## config.mk

```make
export PLATFORM = sky130hd
export DESIGN_NAME = equal_interval_pixel_classifier_unit
export DESIGN_NICKNAME = d
export VERILOG_FILES = /design/src/rtl/eic_pkg.sv /design/src/rtl/eic_div.sv /design/src/rtl/eic_cell.sv /design/src/rtl/equal_interval_pixel_classifier_unit.sv
export SDC_FILE = /design/constraint.sdc
export NUM_CORES = 2
export LEC_CHECK = 0
export ABC_AREA = 1
export BUFFER_PORTS_ARGS = -buffer_cell sky130_fd_sc_hd__buf_4
export CAP_MARGIN = 30
export CORE_UTILIZATION = 61
export CTS_CLUSTER_SIZE = 16
export DETAILED_ROUTE_END_ITERATION = 12
export PLACE_DENSITY_LB_ADDON = 0.08
export SLEW_MARGIN = 15
export SYNTH_ARGS = -nofsm -noshare
export SYNTH_HDL_FRONTEND = slang
export SYNTH_SLANG_ARGS = --single-unit
```

## constraint.sdc

```tcl
create_clock -name aclk -period 7.7 [get_ports aclk]
set_clock_uncertainty 0.2 [all_clocks]
set_input_delay 0 -clock aclk [delete_from_list [all_inputs] [get_ports aclk]]
set_output_delay 0 -clock aclk [all_outputs]
set_load 0.01 [all_outputs]
```

## src/rtl/eic_pkg.sv

```systemverilog
// Shared types and constants for the equal-interval pixel classifier.
// Used by eic_div, eic_cell and equal_interval_pixel_classifier_unit.
`timescale 1ns / 1ps
`default_nettype none

package eic_pkg;

    localparam int MAX_CLASSES = 16;
    localparam int IDX_W       = (MAX_CLASSES > 1) ? $clog2(MAX_CLASSES) : 1;
    localparam int CNT_W       = $clog2(MAX_CLASSES + 1);
    localparam int DATA_W      = 32;
    localparam int BND_W       = DATA_W + 1;
    localparam int DIV_W       = BND_W;
    localparam int BRK_W       = BND_W + 1 + CNT_W;
    localparam int CODE_W      = 8;
    localparam int NUM_W       = 5;
    localparam int CFG_IDX_W   = 3;

    localparam logic signed [BND_W:0] Q_ONE = (BND_W+1)'(65536);

    localparam logic [CODE_W-1:0] CODE_NODATA = 8'd0;
    localparam logic [CODE_W-1:0] CODE_FIRST  = 8'd1;
    localparam logic [CODE_W-1:0] CODE_TOP    = 8'd255;
    localparam logic [CODE_W-1:0] CODE_SPAN   = 8'd254;

    localparam logic [CFG_IDX_W-1:0] REG_MIN_VALUE     = 3'd0;
    localparam logic [CFG_IDX_W-1:0] REG_MAX_VALUE     = 3'd1;
    localparam logic [CFG_IDX_W-1:0] REG_NUM_CLASSES   = 3'd2;
    localparam logic [CFG_IDX_W-1:0] REG_ZERO_CENTER   = 3'd3;
    localparam logic [CFG_IDX_W-1:0] REG_NODATA_FIRST  = 3'd4;
    localparam logic [CFG_IDX_W-1:0] REG_NODATA_SECOND = 3'd5;

    typedef struct packed {
        logic signed [DATA_W-1:0] sample;
        logic                     done;
        logic [CODE_W-1:0]        code;
    } pipe_t;

    typedef struct packed {
        logic                    load_brk;
        logic                    load_code;
        logic [CNT_W-1:0]        idx;
        logic signed [BRK_W-1:0] brk;
        logic [CODE_W-1:0]       code;
        logic [CNT_W-1:0]        n;
    } setup_t;

endpackage

`default_nettype wire

```

## src/rtl/eic_div.sv

```systemverilog
// Restoring divider, one quotient bit per cycle, for setup of breaks and codes.
// Depends on eic_pkg.
`timescale 1ns / 1ps
`default_nettype none

module eic_div (
    input  wire logic                          aclk,
    input  wire logic                          aresetn,
    input  wire logic                          start,
    input  wire logic [eic_pkg::DIV_W-1:0]     dividend,
    input  wire logic [eic_pkg::CNT_W-1:0]     divisor,
    output logic      [eic_pkg::DIV_W-1:0]     quot,
    output logic                               rem_nz,
    output logic                               done
);

    localparam int STEP_W = $clog2(eic_pkg::DIV_W + 1);

    logic [eic_pkg::DIV_W-1:0] quot_reg, quot_next;
    logic [eic_pkg::CNT_W-1:0] rem_reg, rem_next;
    logic [eic_pkg::CNT_W-1:0] div_reg, div_next;
    logic [STEP_W-1:0]         step_reg, step_next;
    logic                      busy_reg, busy_next;
    logic                      done_reg, done_next;
    logic [eic_pkg::CNT_W:0]   rem_sh;
    logic [eic_pkg::CNT_W:0]   rem_sub;
    logic                      ge;

    always_comb begin
        rem_sh  = {rem_reg, quot_reg[eic_pkg::DIV_W-1]};
        ge      = rem_sh >= {1'b0, div_reg};
        rem_sub = rem_sh - {1'b0, div_reg};

        quot_next = quot_reg;
        rem_next  = rem_reg;
        div_next  = div_reg;
        step_next = step_reg;
        busy_next = busy_reg;
        done_next = 1'b0;
        if (start) begin
            quot_next = dividend;
            rem_next  = '0;
            div_next  = divisor;
            step_next = STEP_W'(eic_pkg::DIV_W);
            busy_next = 1'b1;
        end else if (busy_reg) begin
            quot_next = {quot_reg[eic_pkg::DIV_W-2:0], ge};
            rem_next  = ge ? rem_sub[eic_pkg::CNT_W-1:0] : rem_sh[eic_pkg::CNT_W-1:0];
            step_next = step_reg - STEP_W'(1);
            if (step_reg == STEP_W'(1)) begin
                busy_next = 1'b0;
                done_next = 1'b1;
            end
        end
    end

    always_ff @(posedge aclk) begin
        if (!aresetn) begin
            busy_reg <= 1'b0;
            done_reg <= 1'b0;
            step_reg <= '0;
        end else begin
            busy_reg <= busy_next;
            done_reg <= done_next;
            step_reg <= step_next;
        end
        quot_reg <= quot_next;
        rem_reg  <= rem_next;
        div_reg  <= div_next;
    end

    assign quot   = quot_reg;
    assign rem_nz = rem_reg != '0;
    assign done   = done_reg;

endmodule

`default_nettype wire

```

## src/rtl/eic_cell.sv

```systemverilog
// One class cell: holds the lower and upper break and the code of one class,
// tests each passing sample and hands it on. Depends on eic_pkg.
`timescale 1ns / 1ps
`default_nettype none

module eic_cell (
    input  wire logic                        aclk,
    input  wire logic                        aresetn,
    input  wire logic [eic_pkg::IDX_W-1:0]   cidx,
    input  wire eic_pkg::setup_t             setup,
    input  wire logic                        in_valid,
    input  wire eic_pkg::pipe_t              in_data,
    output logic                             in_ready,
    output logic                             out_valid,
    output eic_pkg::pipe_t                   out_data,
    input  wire logic                        out_ready
);

    logic signed [eic_pkg::BRK_W-1:0] lower_reg, lower_next;
    logic signed [eic_pkg::BRK_W-1:0] upper_reg, upper_next;
    logic [eic_pkg::CODE_W-1:0]       code_reg, code_next;
    logic                             valid_reg, valid_next;
    eic_pkg::pipe_t                   data_reg, data_next;
    logic [eic_pkg::CNT_W-1:0]        my_idx;
    logic signed [eic_pkg::BRK_W-1:0] s_ext;
    logic                             active;
    logic                             hit;

    always_comb begin
        my_idx   = eic_pkg::CNT_W'(cidx);
        s_ext    = eic_pkg::BRK_W'(in_data.sample);
        active   = my_idx < setup.n;
        hit      = active && !in_data.done && (s_ext >= lower_reg) && (s_ext < upper_reg);
        in_ready = !valid_reg || out_ready;

        lower_next = lower_reg;
        upper_next = upper_reg;
        code_next  = code_reg;
        if (setup.load_brk && setup.idx == my_idx) begin
            lower_next = setup.brk;
        end
        if (setup.load_brk && setup.idx == my_idx + eic_pkg::CNT_W'(1)) begin
            upper_next = setup.brk;
        end
        if (setup.load_code && setup.idx == my_idx) begin
            code_next = setup.code;
        end

        valid_next = valid_reg;
        data_next  = data_reg;
        if (in_ready) begin
            valid_next = in_valid;
            data_next  = in_data;
            if (hit) begin
                data_next.done = 1'b1;
                data_next.code = code_reg;
            end
        end
    end

    always_ff @(posedge aclk) begin
        if (!aresetn) begin
            valid_reg <= 1'b0;
        end else begin
            valid_reg <= valid_next;
        end
        lower_reg <= lower_next;
        upper_reg <= upper_next;
        code_reg  <= code_next;
        data_reg  <= data_next;
    end

    assign out_valid = valid_reg;
    assign out_data  = data_reg;

endmodule

`default_nettype wire

```

## src/rtl/equal_interval_pixel_classifier_unit.sv

```systemverilog
// Top level: configuration registers, setup sequencer, entry stage and the
// row of class cells. Depends on eic_pkg, eic_div and eic_cell.
//
//   channel  | ports                                   | beat
//   ---------+-----------------------------------------+------------------------
//   input    | s_valid s_ready s_sample                | one Q16.16 sample
//   result   | m_valid m_ready m_class_code            | one class code
//   config   | cfg_valid cfg_ready cfg_index cfg_data  | one register write
//
// One sample a cycle while s_ready is high (it drops during setup, while cfg_valid is
// high and when the entry stage is full and stalled). The path has one entry stage
// plus one stage per class cell. After reset and after every register write the
// shared divider computes the class width and each cell's code, with s_ready low.
// A stalled m_ready holds each cell whose successor is full; empty cells fill.
`timescale 1ns / 1ps
`default_nettype none

module equal_interval_pixel_classifier_unit (
    input  wire logic                                   aclk,
    input  wire logic                                   aresetn,
    input  wire logic                                   s_valid,
    output logic                                        s_ready,
    input  wire logic signed [eic_pkg::DATA_W-1:0]      s_sample,
    output logic                                        m_valid,
    input  wire logic                                   m_ready,
    output logic             [eic_pkg::CODE_W-1:0]      m_class_code,
    input  wire logic                                   cfg_valid,
    output logic                                        cfg_ready,
    input  wire logic        [eic_pkg::CFG_IDX_W-1:0]   cfg_index,
    input  wire logic        [eic_pkg::DATA_W-1:0]      cfg_data
);

    localparam int NC = eic_pkg::MAX_CLASSES;
    localparam int BW = eic_pkg::BND_W;
    localparam int RW = eic_pkg::BRK_W;
    localparam int CW = eic_pkg::CNT_W;

    localparam logic [2:0] ST_BOUNDS = 3'd0;
    localparam logic [2:0] ST_DIFF   = 3'd1;
    localparam logic [2:0] ST_WDIV   = 3'd2;
    localparam logic [2:0] ST_BRK    = 3'd3;
    localparam logic [2:0] ST_CSTART = 3'd4;
    localparam logic [2:0] ST_CWAIT  = 3'd5;
    localparam logic [2:0] ST_RUN    = 3'd6;

    // configuration registers
    logic signed [eic_pkg::DATA_W-1:0] min_reg, min_next;
    logic signed [eic_pkg::DATA_W-1:0] max_reg, max_next;
    logic [eic_pkg::NUM_W-1:0]         num_reg, num_next;
    logic                              zc_reg, zc_next;
    logic signed [eic_pkg::DATA_W-1:0] nd1_reg, nd1_next;
    logic signed [eic_pkg::DATA_W-1:0] nd2_reg, nd2_next;
    logic                              cfg_fire;

    // setup sequencer
    logic [2:0]              state_reg, state_next;
    logic signed [BW-1:0]    lo_reg, lo_next;
    logic signed [BW-1:0]    hi_reg, hi_next;
    logic [CW-1:0]           n_reg, n_next;
    logic signed [RW-1:0]    width_reg, width_next;
    logic signed [RW-1:0]    acc_reg, acc_next;
    logic [CW-1:0]           cnt_reg, cnt_next;
    logic                    neg_reg, neg_next;
    logic signed [BW-1:0]    mn_ext, mx_ext, neg_mn;
    logic signed [BW:0]      diff;
    logic [BW:0]             diff_mag;
    logic [eic_pkg::DIV_W:0] wmag;
    logic signed [RW-1:0]    wval;
    logic [31:0]             num_wide;

    logic                          div_start;
    logic [eic_pkg::DIV_W-1:0]     div_dividend;
    logic [eic_pkg::DIV_W-1:0]     div_quot;
    logic                          div_rem_nz;
    logic                          div_done;
    eic_pkg::setup_t               setup;

    // entry stage
    logic                  v0_reg, v0_next;
    eic_pkg::pipe_t        p0_reg, p0_next;
    logic                  s_fire;
    logic signed [BW-1:0]  s_ext;
    logic signed [BW:0]    lo_m1;
    logic                  is_nodata, is_top, is_near;

    logic                  valid_d [NC+1];
    eic_pkg::pipe_t        data_d  [NC+1];
    logic                  ready_d [NC+1];

    assign cfg_ready = 1'b1;
    assign cfg_fire  = cfg_valid && cfg_ready;

    always_comb begin
        min_next = min_reg;
        max_next = max_reg;
        num_next = num_reg;
        zc_next  = zc_reg;
        nd1_next = nd1_reg;
        nd2_next = nd2_reg;
        if (cfg_fire) begin
            case (cfg_index)
                eic_pkg::REG_MIN_VALUE:     min_next = $signed(cfg_data);
                eic_pkg::REG_MAX_VALUE:     max_next = $signed(cfg_data);
                eic_pkg::REG_NUM_CLASSES:   num_next = cfg_data[eic_pkg::NUM_W-1:0];
                eic_pkg::REG_ZERO_CENTER:   zc_next  = cfg_data[0];
                eic_pkg::REG_NODATA_FIRST:  nd1_next = $signed(cfg_data);
                eic_pkg::REG_NODATA_SECOND: nd2_next = $signed(cfg_data);
                default: begin
                end
            endcase
        end
    end

    always_comb begin
        mn_ext   = BW'(min_reg);
        mx_ext   = BW'(max_reg);
        neg_mn   = -mn_ext;
        num_wide = 32'(num_reg);
        diff     = (BW+1)'(hi_reg) - (BW+1)'(lo_reg);
        diff_mag = diff < 0 ? $unsigned(-diff) : $unsigned(diff);
        wmag     = {1'b0, div_quot} + (eic_pkg::DIV_W+1)'(div_rem_nz && neg_reg);
        wval     = $signed(RW'(wmag));

        state_next   = state_reg;
        lo_next      = lo_reg;
        hi_next      = hi_reg;
        n_next       = n_reg;
        width_next   = width_reg;
        acc_next     = acc_reg;
        cnt_next     = cnt_reg;
        neg_next     = neg_reg;
        div_start    = 1'b0;
        div_dividend = diff_mag[eic_pkg::DIV_W-1:0];

        setup.load_brk  = 1'b0;
        setup.load_code = 1'b0;
        setup.idx       = cnt_reg;
        setup.brk       = acc_reg;
        setup.code      = div_quot[eic_pkg::CODE_W-1:0] + eic_pkg::CODE_FIRST;
        setup.n         = n_reg;

        case (state_reg)
            ST_BOUNDS: begin
                lo_next = mn_ext;
                hi_next = mx_ext;
                if (zc_reg && min_reg < 0) begin
                    if (neg_mn > mx_ext) begin
                        hi_next = neg_mn;
                    end else begin
                        lo_next = -mx_ext;
                    end
                end
                if (num_reg == '0) begin
                    n_next = CW'(1);
                end else if (num_wide > 32'(NC)) begin
                    n_next = CW'(NC);
                end else begin
                    n_next = CW'(num_reg);
                end
                state_next = ST_DIFF;
            end
            ST_DIFF: begin
                neg_next   = diff < 0;
                div_start  = 1'b1;
                state_next = ST_WDIV;
            end
            ST_WDIV: begin
                if (div_done) begin
                    width_next = neg_reg ? -wval : wval;
                    acc_next   = RW'(lo_reg);
                    cnt_next   = '0;
                    state_next = ST_BRK;
                end
            end
            ST_BRK: begin
                setup.load_brk = 1'b1;
                if (cnt_reg == n_reg) begin
                    setup.brk = RW'(hi_reg);
                end else if (zc_reg && !n_reg[0] && cnt_reg == (n_reg >> 1)) begin
                    setup.brk = '0;
                end
                acc_next = acc_reg + width_reg;
                cnt_next = cnt_reg + CW'(1);
                if (cnt_reg == CW'(NC)) begin
                    cnt_next   = '0;
                    state_next = ST_CSTART;
                end
            end
            ST_CSTART: begin
                div_dividend = eic_pkg::DIV_W'(cnt_reg) * eic_pkg::DIV_W'(eic_pkg::CODE_SPAN);
                div_start    = 1'b1;
                state_next   = ST_CWAIT;
            end
            ST_CWAIT: begin
                if (div_done) begin
                    setup.load_code = 1'b1;
                    cnt_next        = cnt_reg + CW'(1);
                    state_next      = ST_CSTART;
                    if (cnt_reg == CW'(NC - 1)) begin
                        state_next = ST_RUN;
                    end
                end
            end
            ST_RUN: begin
            end
            default: begin
                state_next = ST_BOUNDS;
            end
        endcase

        if (cfg_fire) begin
            state_next = ST_BOUNDS;
        end
    end

    eic_div u_div (
        .aclk     (aclk),
        .aresetn  (aresetn),
        .start    (div_start),
        .dividend (div_dividend),
        .divisor  (n_reg),
        .quot     (div_quot),
        .rem_nz   (div_rem_nz),
        .done     (div_done)
    );

    assign s_ready = (state_reg == ST_RUN) && !cfg_valid && (!v0_reg || ready_d[0]);
    assign s_fire  = s_valid && s_ready;

    always_comb begin
        s_ext     = BW'(s_sample);
        lo_m1     = (BW+1)'(lo_reg) - eic_pkg::Q_ONE;
        is_nodata = (s_sample == nd1_reg) || (s_sample == nd2_reg);
        is_top    = s_ext >= hi_reg;
        is_near   = (s_ext <= lo_reg) && ((BW+1)'(s_ext) > lo_m1);

        v0_next = v0_reg;
        p0_next = p0_reg;
        if (!v0_reg || ready_d[0]) begin
            v0_next        = s_fire;
            p0_next.sample = s_sample;
            p0_next.done   = is_nodata || is_top || is_near;
            if (is_nodata) begin
                p0_next.code = eic_pkg::CODE_NODATA;
            end else if (is_top) begin
                p0_next.code = eic_pkg::CODE_TOP;
            end else begin
                p0_next.code = eic_pkg::CODE_FIRST;
            end
        end
    end

    assign valid_d[0] = v0_reg;
    assign data_d[0]  = p0_reg;

    for (genvar gi = 0; gi < NC; gi++) begin : g_cell
        eic_cell u_cell (
            .aclk      (aclk),
            .aresetn   (aresetn),
            .cidx      (eic_pkg::IDX_W'(gi)),
            .setup     (setup),
            .in_valid  (valid_d[gi]),
            .in_data   (data_d[gi]),
            .in_ready  (ready_d[gi]),
            .out_valid (valid_d[gi+1]),
            .out_data  (data_d[gi+1]),
            .out_ready (ready_d[gi+1])
        );
    end

    assign ready_d[NC]  = m_ready;
    assign m_valid      = valid_d[NC];
    assign m_class_code = data_d[NC].done ? data_d[NC].code : eic_pkg::CODE_NODATA;

    always_ff @(posedge aclk) begin
        if (!aresetn) begin
            min_reg   <= '0;
            max_reg   <= 32'sh00FF_0000;
            num_reg   <= eic_pkg::NUM_W'(8);
            zc_reg    <= 1'b0;
            nd1_reg   <= 32'sh8000_0000;
            nd2_reg   <= 32'sh8000_0000;
            state_reg <= ST_BOUNDS;
            cnt_reg   <= '0;
            v0_reg    <= 1'b0;
        end else begin
            min_reg   <= min_next;
            max_reg   <= max_next;
            num_reg   <= num_next;
            zc_reg    <= zc_next;
            nd1_reg   <= nd1_next;
            nd2_reg   <= nd2_next;
            state_reg <= state_next;
            cnt_reg   <= cnt_next;
            v0_reg    <= v0_next;
        end
        lo_reg    <= lo_next;
        hi_reg    <= hi_next;
        n_reg     <= n_next;
        width_reg <= width_next;
        acc_reg   <= acc_next;
        neg_reg   <= neg_next;
        p0_reg    <= p0_next;
    end

endmodule

`default_nettype wire

```

== Yosys cells after proc, flatten, opt, wreduce, memory -nomap -nowiden ==
Index checks and enable logic that the tools add are counted.

* Register bits: 1816
* Latch bits: 0
* RAM bits: 0
* ROM bits: 0
* Input bits: 72
* Output and inout port bits: 11
* Logic and storage cells: 450
* Memories: 0

* Add/sub/neg operators: 12
* Multiply operators: 1
* Divide/modulo/power cells: 0
* Magnitude comparators: 56
* Equal/unequal tests: 35
* Shift-type cells: 0
* Muxes and demuxes: 53
* Bitwise gates (word level): 3
* Reduce and logical (&&, ||, !) cells: 167

{| class="wikitable"
|+ Operator list
! cell !! count
|-
| 32-bit by 39-bit >= comparator with 1-bit output || 16
|-
| 32-bit by 39-bit less-than comparator with 1-bit output || 16
|-
| 33-bit two-way mux || 8
|-
| 39-bit two-way mux || 4
|-
| 8-bit two-way mux || 18
|-
| 1-bit logical AND || 89
|-
| 39-bit one-hot mux with 2 select lines || 1
|-
| 32-bit negation with 33-bit output || 2
|-
| 32-bit == test || 2
|-
| 5-bit by 4-bit == test with 1-bit output (second input constant) || 8
|-
| 4-bit by 5-bit less-than comparator with 1-bit output (first input constant) || 8
|-
| 39-bit adder || 1
|-
| 34-bit negation with 39-bit output || 1
|-
| 1-bit zero test || 35
|-
| 33-bit by 1-bit adder with 34-bit output || 1
|-
| 32-bit by 34-bit greater-than comparator with 1-bit output || 1
|-
| 34-bit by 1-bit less-than comparator with 1-bit output (second input constant) || 1
|-
| 34-bit two-way mux || 1
|-
| 33-bit by 18-bit subtractor with 34-bit output (second input constant) || 1
|-
| 33-bit by 33-bit subtractor with 34-bit output || 1
|-
| 32-bit by 33-bit >= comparator with 1-bit output || 1
|-
| 33-bit by 32-bit greater-than comparator with 1-bit output || 1
|-
| 32-bit by 33-bit <= comparator with 1-bit output || 1
|-
| 33-bit negation || 1
|-
| other kinds (42) || 108
|}

== Depth between registers and ports, before layout ==
* Depth in word-level cells: 20
* Gate-level depth with buffers: 31
* Mapped depth without buffers: 29

== Hierarchy ==
Synthesis repeated with hierarchy kept, for this count alone.

* Cell total of the unflattened synthesis: 13297
* Area total of the unflattened synthesis: 132734.8 sq um

{| class="wikitable"
|+ Modules (own cells, without submodules)
! module !! instances !! cells an instance !! area an instance (sq um) !! sequential area each (sq um)
|-
| eic_cell || 16 || 566 || 6418.7 || 3833.7
|-
| equal_interval_pixel_classifier_unit || 1 || 3976 || 27616.5 || 8418.1
|-
| eic_div || 1 || 265 || 2419.8 || 1401.3
|}

== Worst setup path after synthesis ==
OpenSTA, ideal clock, no wires.

* Path type: register -> register
* From: register g_cell[15].u_cell.valid_reg
* To: register g_cell[0].u_cell.data_reg, in the netlist g_cell[0].u_cell.out_data[0] (enable)
* Library setup time: 0.544 ns
* Data arrival time: 5.430 ns
* Data required time: 6.956 ns
* Slack: 1.527 ns
* Cell stages (with the launch flop): 14
* Buffers on the path: 0
* Period minus slack after synthesis: 6.173 ns
* Cell sequence: dfxtp_1 > nand2_2 > nor2_4 > nand2_2 > nor2_4 > nand2_2 > nor2_2 > nand2_2 > nor2_4 > nand4_4 > nor2_4 > nand3_2 > nor2_4 > nand2_1

* Cells in the longest elaborated chain, start to end: 17

{| class="wikitable"
|+ Ends and longest elaborated chain
! item !! RTL line !! source
|-
| start, declared || eic_cell.sv:22 || <nowiki>logic valid_reg, valid_next;</nowiki>
|-
| start signal, assigned || eic_cell.sv:65 || <nowiki>valid_reg <= valid_next;</nowiki>
|-
| 1-bit zero test || eic_cell.sv:34 || <nowiki>in_ready = !valid_reg || out_ready;</nowiki>
|-
| 1-bit logical OR || eic_cell.sv:34 ||
|-
| named net g_cell[14].u_cell.out_ready || eic_cell.sv:16 || <nowiki>input wire logic out_ready</nowiki>
|-
| 1-bit logical OR (2 in a row) || eic_cell.sv:34 ||
|-
| named net g_cell[12].u_cell.out_ready || eic_cell.sv:16 ||
|-
| 1-bit logical OR (2 in a row) || eic_cell.sv:34 ||
|-
| named net g_cell[10].u_cell.out_ready || eic_cell.sv:16 ||
|-
| 1-bit logical OR (2 in a row) || eic_cell.sv:34 ||
|-
| named net g_cell[8].u_cell.out_ready || eic_cell.sv:16 ||
|-
| 1-bit logical OR (4 in a row) || eic_cell.sv:34 ||
|-
| named net g_cell[4].u_cell.out_ready || eic_cell.sv:16 ||
|-
| 1-bit logical OR (3 in a row) || eic_cell.sv:34 ||
|-
| named net g_cell[1].u_cell.out_ready || eic_cell.sv:16 ||
|-
| 1-bit logical OR (2 in a row) || eic_cell.sv:34 ||
|-
| named net g_cell[0].u_cell.in_ready || eic_cell.sv:13 || <nowiki>output logic in_ready,</nowiki>
|-
| end signal, assigned || eic_cell.sv:70 || <nowiki>data_reg <= data_next;</nowiki>
|-
| end, declared || eic_cell.sv:23 || <nowiki>eic_pkg::pipe_t data_reg, data_next;</nowiki>
|}

The timed path passes the listed nets, and every way through them passes these cells.
A chain may end at the register's enable or synchronous reset.

== Worst setup path after layout ==
* From: input port m_ready
* To: output port s_ready

* Cells in the longest elaborated chain, start to end: 18

{| class="wikitable"
|+ Ends and longest elaborated chain
! item !! RTL line !! source
|-
| start, declared || equal_interval_pixel_classifier_unit.sv:25 || <nowiki>input wire logic m_ready,</nowiki>
|-
| 1-bit logical OR || eic_cell.sv:34 ||
|-
| named net g_cell[14].u_cell.out_ready || eic_cell.sv:16 ||
|-
| 1-bit logical OR (2 in a row) || eic_cell.sv:34 ||
|-
| named net g_cell[12].u_cell.out_ready || eic_cell.sv:16 ||
|-
| 1-bit logical OR (2 in a row) || eic_cell.sv:34 ||
|-
| named net g_cell[10].u_cell.out_ready || eic_cell.sv:16 ||
|-
| 1-bit logical OR (2 in a row) || eic_cell.sv:34 ||
|-
| named net g_cell[8].u_cell.out_ready || eic_cell.sv:16 ||
|-
| 1-bit logical OR (4 in a row) || eic_cell.sv:34 ||
|-
| named net g_cell[4].u_cell.out_ready || eic_cell.sv:16 ||
|-
| 1-bit logical OR (3 in a row) || eic_cell.sv:34 ||
|-
| named net g_cell[1].u_cell.out_ready || eic_cell.sv:16 ||
|-
| 1-bit logical OR (2 in a row) || eic_cell.sv:34 ||
|-
| 1-bit logical OR || equal_interval_pixel_classifier_unit.sv:227 || <nowiki>assign s_ready = (state_reg == ST_RUN) && !cfg_valid && (!v0_reg || ready_d[0]);</nowiki>
|-
| 1-bit logical AND || equal_interval_pixel_classifier_unit.sv:227 ||
|-
| end, declared || equal_interval_pixel_classifier_unit.sv:22 || <nowiki>output logic s_ready,</nowiki>
|}

The timed path passes the listed nets, and every way through them passes these cells.

==> results.yml <==
finish:
  nNetsFinal: 12559
  largest_reg_flops: 624
  layout-drive-gt1-share_pct: 5.88
  final_util_pct: 69.0
  final_cell_count_no_fill: 13477
  areaGrowthSynthToFinish_pct: 11.9
worst_hold_path:
  hp-class: "primary input to register"
  hold_start: "cfg_valid"
power_and_ir_drop:
  seq_power_share_pct: 48.0
  p_per_area_nw_per_um2: 213
  power.switching_mw: 7.16
  swShare_pct: 28.5
  comb_power_share_pct: 15.8
  clkPwrFrac_pct: 36.3
  p_leak_nw: 52.5
  power.internal_mw: 17.9
  vdd_drop_max_v: 0.000268
routing:
  drt_iter0_markers: 9096
  viasPerCell: 6.08
  wl_um: 339000
  vias: 81951
  wire_per_inst_um: 25.1
  firstDrtPassIters: 6
  drc: 0
  antenna_left: 0
floorplanning:
  die_area_um2: 174000
  rows: 151
  core-area_um2: 170000
  io_pins: 83
  fp.dieH_um: 417
  initial_core_util_pct: 61.7
  die_w_um: 417
clock_tree:
  cts_tree: "done"
  root_buffer: "clkbuf_16"
  clock_path_buffers: 3
  cts-resized-gates: 0
  clkSinkCount: 1810
  path_clk_slew_ns: 0.06
  clkLatencyLatePin_ns: 0.85
  cts_made_buffers: 189
  htreeDepth: 4
critical_path:
  worst-path-max-fanout: 43
  critPathTopFamily: "buffers and inverters"
  crit_buf_inv: 10
  cp-start-kind: "primary input"
  crit_chain: "dlygate4sd3_1, buf_4, dlygate4sd3_1, inv_1, nand2_2, nor2_4, nand2_2, buf_4, nor2_4, nand2_2, buf_4, nor2_2, nand2_2, buf_4, nor2_4, nand4_4, buf_4, nor2_4, nand3_2, buf_4, nor2_4, a31oi_1, buf_4"
  cp_slowest_cell: "buf_4"
  startpoint: "m_ready"
  worstPathArrival_ns: 5.57
  worstReg2RegStart: "min_reg[0]"
  r2r_slack_ns: 1.97
  max_stage_delay_ns: 0.57
  cpMostUsedCell: "buf_4"
  crit_path_end_kind: "primary output"
  critPathRequiredTime_ns: 7.50
  setup.worst_path.class: "primary input to primary output"
global_route:
  grt_usage_pct: 38.7
  overflow: 0
  grt_max_degree: 67
  grt_pass1_wl_um: 497000
  antenna_found_initial: 23
  grt_pass1_vias: 79118
timing:
  period_share_pct: 74.9
  setup_violations: 0
  hold_viol: 0
  fmax_ghz: 0.173
  grt_setup_unrepaired: "no"
  slew_headroom_pct: 28.4
  tns_ns: 0
  post-route-min-period_ns: 5.77
  drv_slew: 0
  worst_pin_slew_ns: 1.07
synth:
  yosysSeqAreaShare_pct: 50.1
  syn_area_um2: 105000
  synth_ff_type: "edfxtp_1"
  synth_seq_cells: 1810
  syn_nets: 12115
  synth-edff-count: 1638
  ys_async_sr_fraction_pct: 0
  avgSynthCellArea_um2: 9.94
  ys.warnings.count: 0
  netlist_instances: 10565
  yosys.cell_types.count: 67
job:
  maxCapViolCount: 0
outcome:
  status: "complete, no violations"
placed_design:
  post-dp-hpwl_um: 256000
  placed_cells: 12949
  numPortBuffers: 81
  gp_congestion: 0.996
==> layout by cell type, fill, tap and decap left out, drive strengths merged, types with 22 or more instances in the layout <==
master	netlist	layout
a31oi	37	37
clkinv	9	85
edfxtp	1638	1638
nor4	126	126
or2	22	22
xnor2	71	71
nand4	277	277
nand3	463	463
buf	23	209
a21oi	875	875
ha	1464	1464
inv	1551	1556
dlygate4sd3	0	159
dfxtp	172	172
nand2	1890	1890
xor2	160	160
nor2	698	698
clkbuf	93	243
o21ai	593	593
o211ai	97	97
nor3	99	99
o21a	38	38
==> cell families after synthesis <==
family,synth area share (%)
AO/OA/AOI/OAI,8.93
XOR/XNOR,1.99
AND/OR/NAND/NOR,15.2
buffers and inverters,6.04
other,0.00357
adder cells (fa/ha/maj),17.7
flip-flops,50.1
==> power by group through the flow <==
stage               registers [mW]  logic, mW  clock network, mW
finish                        12.0       3.96               9.09
global route                  12.1       4.37               9.47
CTS                           12.0       3.87               9.13
detailed placement            12.2       3.77                  0
global placement              12.2       3.63                  0
floorplan                     11.9       2.47                  0
==> layer usage <==
metal  vias to the layer above  part of all wire (%)  GRT usage [%]
li1                      37841                     -              -
met1                     39066                    38           49.8
met2                      4079                    45           60.5
met3                       957                    10           7.78
met4                         8                   6.9           23.3
met5                         -                 0.019              0
==> stage by stage <==
| step | setup WS (ns) | hold slack [ns] | power [mW] | area [um^2] |
|---|---|---|---|---|
| floorplan | 1.53 | -0.101 | 14.4 | 105000 |
| detailed placement | 2.01 | 0.0668 | 16.0 | 110000 |
| finish | 1.93 | 0.105 | 25.1 | 117000 |
| global route | 1.50 | 0.132 | 25.9 | 117000 |
| global placement | 2.17 | 0.0612 | 15.8 | 109000 |
| CTS | 1.87 | 0.0246 | 25.0 | 117000 |
==> worst register-to-register path: cells and delay by family, from the launching register on <==
| family | cells | cell delay, ns |
|---|---|---|
| flops | 1 | 0.34 |
| fa+ha+maj | 2 | 0.53 |
| compound gates | 6 | 0.98 |
| xor+xnor | 1 | 0.26 |
| simple gates | 16 | 2.41 |
| buf+inv | 3 | 0.72 |
==> area by class of cell <==
cell class	count	area, um^2
flip-flops and latches	1810	52600
multi-input cells	7079	46500
well taps	2295	2870
repair buffers	369	3540
clock inverters	102	950
clock buffers	242	5090
diodes	20	50.0
fillers	12884	52800
inverters	1560	5860
==> path summary, 6_finish.rpt <==
path,to,depth (start not counted)
worst max-delay path,s_ready,23
worst min-delay path,v0_reg,7
worst max register to register,hi_reg[0],28
worst min register to register,g_cell[6].u_cell.out_data[9],0
==> synth_stat cells, types with 125 or more instances <==
cell / number / share of area, %
o21ai_0: 580 / 2.8
nand2_1: 1868 / 6.7
nor4_1: 125 / 0.74
nand4_1: 275 / 1.6
xor2_1: 151 / 1.3
a21oi_1: 875 / 4.2
ha_1: 1464 / 17
edfxtp_1: 1638 / 47
nand3_1: 452 / 2.2
inv_1: 1547 / 5.5
nor2_1: 669 / 2.4
dfxtp_1: 172 / 3.3
==> repair_timing <==
action                                 in CTS  in global routing
endpoints found under the hold margin     207                  0
setup endpoints to repair                   0                  0
setup buffers                               0                  0
hold buffers                              159                  0
Note: power is estimated with default switching activity, not from simulation.
